File: config.mk
export PLATFORM = sky130hd
export DESIGN_NAME = dual_sliding_median_filter_unit
export DESIGN_NICKNAME = d
export VERILOG_FILES = /design/src/sv/dsmf_pkg.sv /design/src/sv/dual_sliding_median_filter_unit.sv /design/src/sv/dsmf_window.sv /design/src/sv/dsmf_median.sv
export SDC_FILE = /design/constraint.sdc
export NUM_CORES = 2
export LEC_CHECK = 0
export BUFFER_PORTS_ARGS = -buffer_cell sky130_fd_sc_hd__buf_2
export CORE_MARGIN = 5
export CORE_UTILIZATION = 52
export DETAILED_ROUTE_END_ITERATION = 16
export PLACE_DENSITY_LB_ADDON = 0.05
export SYNTH_ARGS = -nofsm -noshare
export SYNTH_HDL_FRONTEND = slang
export SYNTH_SLANG_ARGS = --single-unit
File: constraint.sdc
create_clock -name clk -period 7.9 [get_ports clk]
set_clock_uncertainty 0.1 [all_clocks]
set_input_delay 0.395 -clock clk [delete_from_list [all_inputs] [get_ports clk]]
set_output_delay 0.395 -clock clk [all_outputs]
set_load 0.01 [all_outputs]
File: src/sv/dsmf_pkg.sv
// ----------------------------------------------------------------------------
// dsmf_pkg - shared types and constants of the dual sliding median filter
// Window depth, row width, beat structs and the window vector type.
// ----------------------------------------------------------------------------
package dsmf_pkg;

	// window depth and row width
	localparam int WINDOW    = 9;
	localparam int ROW_BITS  = 12;
	localparam int RANK_BITS = $clog2(WINDOW);
	localparam int FILL_BITS = $clog2(WINDOW + 1);

	typedef logic [ROW_BITS-1:0] row_t;
	typedef row_t [WINDOW-1:0] win_t;

	// input beat: one pair of detected rows
	typedef struct packed {
		row_t upper_row;
		row_t lower_row;
	} row_beat_t;

	// output beat: medians of both windows
	typedef struct packed {
		row_t upper_median;
		row_t lower_median;
	} median_beat_t;

endpackage

File: src/sv/dual_sliding_median_filter_unit.sv
// ----------------------------------------------------------------------------
// dual_sliding_median_filter_unit - median of the last WINDOW row pairs
// Keeps two sliding windows and emits both medians per full-window beat.
// ----------------------------------------------------------------------------
//  channel   direction  payload          handshake
//  row       in         row_beat_t       row_valid / row_ready
//  median    out        median_beat_t    median_valid / median_ready
//
//  One row beat per cycle is accepted while row_ready is high; the first
//  WINDOW beats only fill the windows. Each later beat yields one median beat
//  via the window register, then the rank-select network into the output
//  register. Reset clears the fill count and the valid flags; window contents
//  are not cleared. A stalled output holds one result while one more waits in
//  the window stage; row_ready drops only when both are occupied.
// ----------------------------------------------------------------------------
module dual_sliding_median_filter_unit (
	input  logic                   clk,
	input  logic                   arst_n,
	input  logic                   row_valid,
	output logic                   row_ready,
	input  dsmf_pkg::row_beat_t    row,
	output logic                   median_valid,
	input  logic                   median_ready,
	output dsmf_pkg::median_beat_t median
);
	import dsmf_pkg::*;

	logic         row_acc;
	logic         win_full;
	win_t         upper_win;
	win_t         lower_win;
	row_t         upper_med;
	row_t         lower_med;
	logic         pend_s1;
	logic         adv;
	logic         out_valid_q;
	median_beat_t out_q;

	// handshake: window stage moves when the output register frees up
	assign adv       = pend_s1 && (!out_valid_q || median_ready);
	assign row_ready = !pend_s1 || adv;
	assign row_acc   = row_valid && row_ready;

	dsmf_window u_window (
		.clk       (clk),
		.arst_n    (arst_n),
		.push      (row_acc),
		.beat      (row),
		.full      (win_full),
		.upper_win (upper_win),
		.lower_win (lower_win)
	);

	dsmf_median u_upper_med (
		.win    (upper_win),
		.median (upper_med)
	);

	dsmf_median u_lower_med (
		.win    (lower_win),
		.median (lower_med)
	);

	// window stage holds a snapshot awaiting median select
	always_ff @(posedge clk or negedge arst_n) begin
		if (!arst_n) begin
			pend_s1 <= 1'b0;
		end else if (row_acc) begin
			pend_s1 <= win_full;
		end else if (adv) begin
			pend_s1 <= 1'b0;
		end
	end

	// output register valid
	always_ff @(posedge clk or negedge arst_n) begin
		if (!arst_n) begin
			out_valid_q <= 1'b0;
		end else if (adv) begin
			out_valid_q <= 1'b1;
		end else if (median_ready) begin
			out_valid_q <= 1'b0;
		end
	end

	// output payload
	always_ff @(posedge clk) begin
		if (adv) begin
			out_q.upper_median <= upper_med;
			out_q.lower_median <= lower_med;
		end
	end

	assign median_valid = out_valid_q;
	assign median       = out_q;

endmodule

File: src/sv/dsmf_window.sv
// ----------------------------------------------------------------------------
// dsmf_window - sample windows for both row positions
// Two shift lines of WINDOW entries plus a saturating fill counter.
// ----------------------------------------------------------------------------
module dsmf_window (
	input  logic              clk,
	input  logic              arst_n,
	input  logic              push,
	input  dsmf_pkg::row_beat_t beat,
	output logic              full,
	output dsmf_pkg::win_t    upper_win,
	output dsmf_pkg::win_t    lower_win
);
	import dsmf_pkg::*;

	win_t                 upper_q;
	win_t                 lower_q;
	logic [FILL_BITS-1:0] fill_q;

	assign full      = (fill_q == FILL_BITS'(WINDOW));
	assign upper_win = upper_q;
	assign lower_win = lower_q;

	// fill counter, saturates at the window depth
	always_ff @(posedge clk or negedge arst_n) begin
		if (!arst_n) begin
			fill_q <= '0;
		end else if (push && !full) begin
			fill_q <= fill_q + FILL_BITS'(1);
		end
	end

	// shift lines: entry 0 is the oldest, new sample enters at the top
	always_ff @(posedge clk) begin
		if (push) begin
			for (int i = 0; i < WINDOW - 1; i++) begin
				upper_q[i] <= upper_q[i+1];
				lower_q[i] <= lower_q[i+1];
			end
			upper_q[WINDOW-1] <= beat.upper_row;
			lower_q[WINDOW-1] <= beat.lower_row;
		end
	end

endmodule

File: src/sv/dsmf_median.sv
// ----------------------------------------------------------------------------
// dsmf_median - median select over one window
// Rank counting: every entry is compared with all others in parallel, ties
// broken by position, and the entry of middle rank is selected.
// ----------------------------------------------------------------------------
module dsmf_median (
	input  dsmf_pkg::win_t win,
	output dsmf_pkg::row_t median
);
	import dsmf_pkg::*;

	localparam logic [RANK_BITS-1:0] MID = RANK_BITS'(WINDOW / 2);

	logic [RANK_BITS-1:0] rank [WINDOW];

	// rank of each entry: smaller entries, plus equal ones placed earlier
	always_comb begin
		for (int i = 0; i < WINDOW; i++) begin
			rank[i] = '0;
			for (int j = 0; j < WINDOW; j++) begin
				if ((win[j] < win[i]) || ((j < i) && (win[j] == win[i]))) begin
					rank[i] = rank[i] + RANK_BITS'(1);
				end
			end
		end
	end

	// ranks form a permutation, so exactly one entry matches
	always_comb begin
		median = '0;
		for (int i = 0; i < WINDOW; i++) begin
			if (rank[i] == MID) begin
				median = median | win[i];
			end
		end
	end

endmodule

==> flow_metrics.py <==
metrics = {
    "synth": {
        "yosys-top-cells-count": "ha_1 (989), inv_1 (344), a21oi_1 (327), nand2_1 (276), edfxtp_1 (240)",
        "async_flop_share_pct": 2.439,
        "yosysTopAreaCell": "ha_1",
        "yosysWarnings": 0,
        "synth_cells": 4130,
        "muxShareOfSynthArea_pct": 1.278,
        "synth_area_per_cell_um2": 9.126,
        "synth-edff-count": 240,
        "synthDominantCellAreaShare_pct": 32.83,
        "synth.most_common_cell": "ha_1",
        "synth_adder_area_share_pct": 32.83,
        "syn_nets": 5147,
        "synth_cell_types": 111,
        "synth_ff_type": "edfxtp_1",
        "synth_top_family_by_area": "adder cells",
        "ys_seq_elements": 246,
        "ys_seq_area_share_pct": 19.52,
        "synth-xor-area-share_pct": 5.946,
        "synthSimpleGateAreaFrac_pct": 16.18,
        "synthTopCellsByArea": "ha_1 (33%), edfxtp_1 (19%), a21oi_1 (4.3%), inv_1 (3.4%), nand2_1 (2.7%)",
        "netlist_area_mm2": 0.03769,
        "synth_compound_area_share_pct": 20.26,
    },
    "placed_design": {
        "gp_congestion": 1.036,
        "place_area_mm2": 0.04087,
        "hpwl_mm": 118.2,
        "numPortBuffers": 53,
        "preCtsSetupSlack_ns": 0.1265,
    },
    "global_route": {
        "grt_util_met3_pct": 14.57,
        "busiest_layer": "met1",
        "grt_use_total_pct": 35.73,
        "antenna_found_initial": 2,
        "grt_pass1_vias": 33452,
        "grt_max_degree": 149,
        "use_met1_pct": 52.21,
        "grt_pass1_wl_mm": 210.8,
        "grtUsageMet2_pct": 48.72,
        "gr-total-overflow": 0,
    },
    "final_layout": {
        "layout-drive-gt1-share_pct": 11.41,
        "design_area_mm2": 0.04269,
        "fin_util_pct": 59.52,
        "finalNetCount": 5488,
        "area.growth.synth_to_final_pct": 13.27,
    },
    "route": {
        "num_vias": 35909,
        "drt_iter0_drc": 3893,
        "drtAntennaViolNets": 0,
        "drt_drc_violations_left": 0,
        "wl_per_cell_um": 26.68,
        "via_per_inst": 6.592,
        "dr.pass1.iters": 5,
        "finalWirelength_mm": 145.4,
    },
    "sta": {
        "finalHoldViolCount": 0,
        "fin_crit_sh_pct": 96.55,
        "post-route-min-period_ns": 7.627,
        "finalWorstSetupSlack_ns": 0.2727,
        "fmax_mhz": 131.1,
        "worst_pin_slew_ns": 1.345,
        "timing.slew.headroom_pct": 8.536,
        "finalSetupViolations": 0,
        "holdWs_ns": 0.07244,
        "final_max_slew_viol_count": 0,
    },
    "setup_path": {
        "rr_startpoint": "u_window.lower_win[1]",
        "crit_path_end_kind": "flip-flop",
        "cp-start-kind": "flip-flop",
        "cp_data_arrival_time_ns": 7.85,
        "crit_required_ns": 8.12,
        "rr_worst_depth": 36,
        "worstSetupStartpoint": "u_window.lower_win[1]",
        "path_class": "flip-flop to flip-flop",
        "cp_common_cell": "ha_1",
        "rrSetupSlack_ns": 0.27,
        "critPathMaxStageDelay_ns": 0.41,
        "critPathMaxFanout": 12,
        "cp_slowest_cell": "edfxtp_1",
        "rr_endpoint": "median[7]",
    },
    "power": {
        "p_leak_nw": 20.17,
        "irDropWorstVdd_mv": 0.2493,
        "power_density_mw_per_mm2": 249.7,
        "power_mw": 10.66,
    },
    "floorplan": {
        "die-area_mm2": 0.07796,
        "initial_core_util_pct": 52.54,
        "die_x_um": 279.2,
        "core-area_mm2": 0.07173,
        "pin_count": 54,
        "fp.dieH_um": 279.2,
        "rows": 98,
    },
    "clock_tree": {
        "clk_path_buf_depth": 3,
        "clk_pin_slew_worst_paths_ns": 0.06,
        "cts_buffers": 36,
        "htreeDepth": 2,
        "cts_tree": "built",
        "cts-root-buf": "clkbuf_16",
        "cts_sinks": 246,
        "clock_latency_ns": 0.58,
    },
    "hold_path": {
        "min_path_type": "input pin to asynchronous set/reset pin",
    },
    "run": {
        "drv_cap": 0,
    },
    "run_status": {
        "outcome": "finished, final reports clean",
    },
}
## repair_timing
action,CTS,global route
hold buffers,27,0
gates resized for setup,0,47
setup buffers,0,19
setup endpoints to repair,0,24
endpoints found under the hold margin,32,0
## how the worst max path moves through the flow
stage | to | slack (ns) | cells after the start
4_1_cts | median[6] | 0.04 | 29
2_1_floorplan | median[4] | 0.59 | 30
3_5_place_dp | median[1] | 0.13 | 29
5_1_grt | median[21] | -0.05 | 33
3_3_place_gp | median[6] | 0.17 | 29
6_report | median[7] | 0.27 | 36
## per-layer routing
layer  part of all wire [%]  up-vias
met4                    2.8        2
met3                     15      255
met2                     38     1956
met1                     44    17066
met5                 0.0089        -
li1                       -    16630
## cell families (layout without fill, tap and decap cells)
family,count (synthesis),after routing
AOI/OAI and AO/OA,1121,1123
xor gates and xnor gates,197,197
adders and majority gates,989,989
buffers and inverters,392,756
DFF,246,246
muxes,46,46
other,0,1
and+or+nand+nor,1139,1139
## sequential cells by signal, summed over array words and instances (netlist names)
| signal | flops |
|---|---|
| u_window.lower_win | 108 |
| u_window.upper_win | 108 |
| median | 24 |
| u_window.fill_q | 4 |
| median_valid | 1 |
| pend_s1 | 1 |
## through the flow
step	setup TNS, ns	instances
2_1_floorplan	0	4130
3_3_place_gp	0	5335
4_1_cts	0	5425
6_report	0	5447
5_1_grt	-0.2856	5446
3_5_place_dp	0	5335
## cells in the final DEF, fill, tap and decap left out, types with 67 or more instances in the layout
cell type	count
nor2_1	166
a21o_1	101
xor2_1	67
xnor2_1	86
nor2b_1	72
edfxtp_1	240
nand2_1	276
buf_4	262
o21ai_0	173
nand3_1	116
a21oi_1	327
ha_1	989
inv_1	342
nand4_1	161
## critical path: cells and delay by family, from the launching register on
kind                       cells  cell delay [ns]
adders and majority gates      7             2.05
and+or+nand+nor               11             1.65
AOI/OAI and AO/OA              8             1.33
buffers and inverters          6             1.14
xor gates and xnor gates       3             0.50
DFF                            1             0.41
muxes                          1             0.19
## cell type report
cell class	instances	area, um2
timing repair buffer	346	2574
tap	950	1189
sequential	246	7357
multi-input combinational	3494	29100
clock buffer	43	948.4
antenna	1	2.502
clock inverter	20	217.7
inverter	347	1303
fill	6453	29040
## power breakdown
group | switching [mW] | total (mW) | internal, mW
logic | 4.03 | 7.08 | 3.05
clock network | 0.717 | 1.71 | 0.989
registers | 0.190 | 1.87 | 1.68
Power figures use the tool's default switching activity.
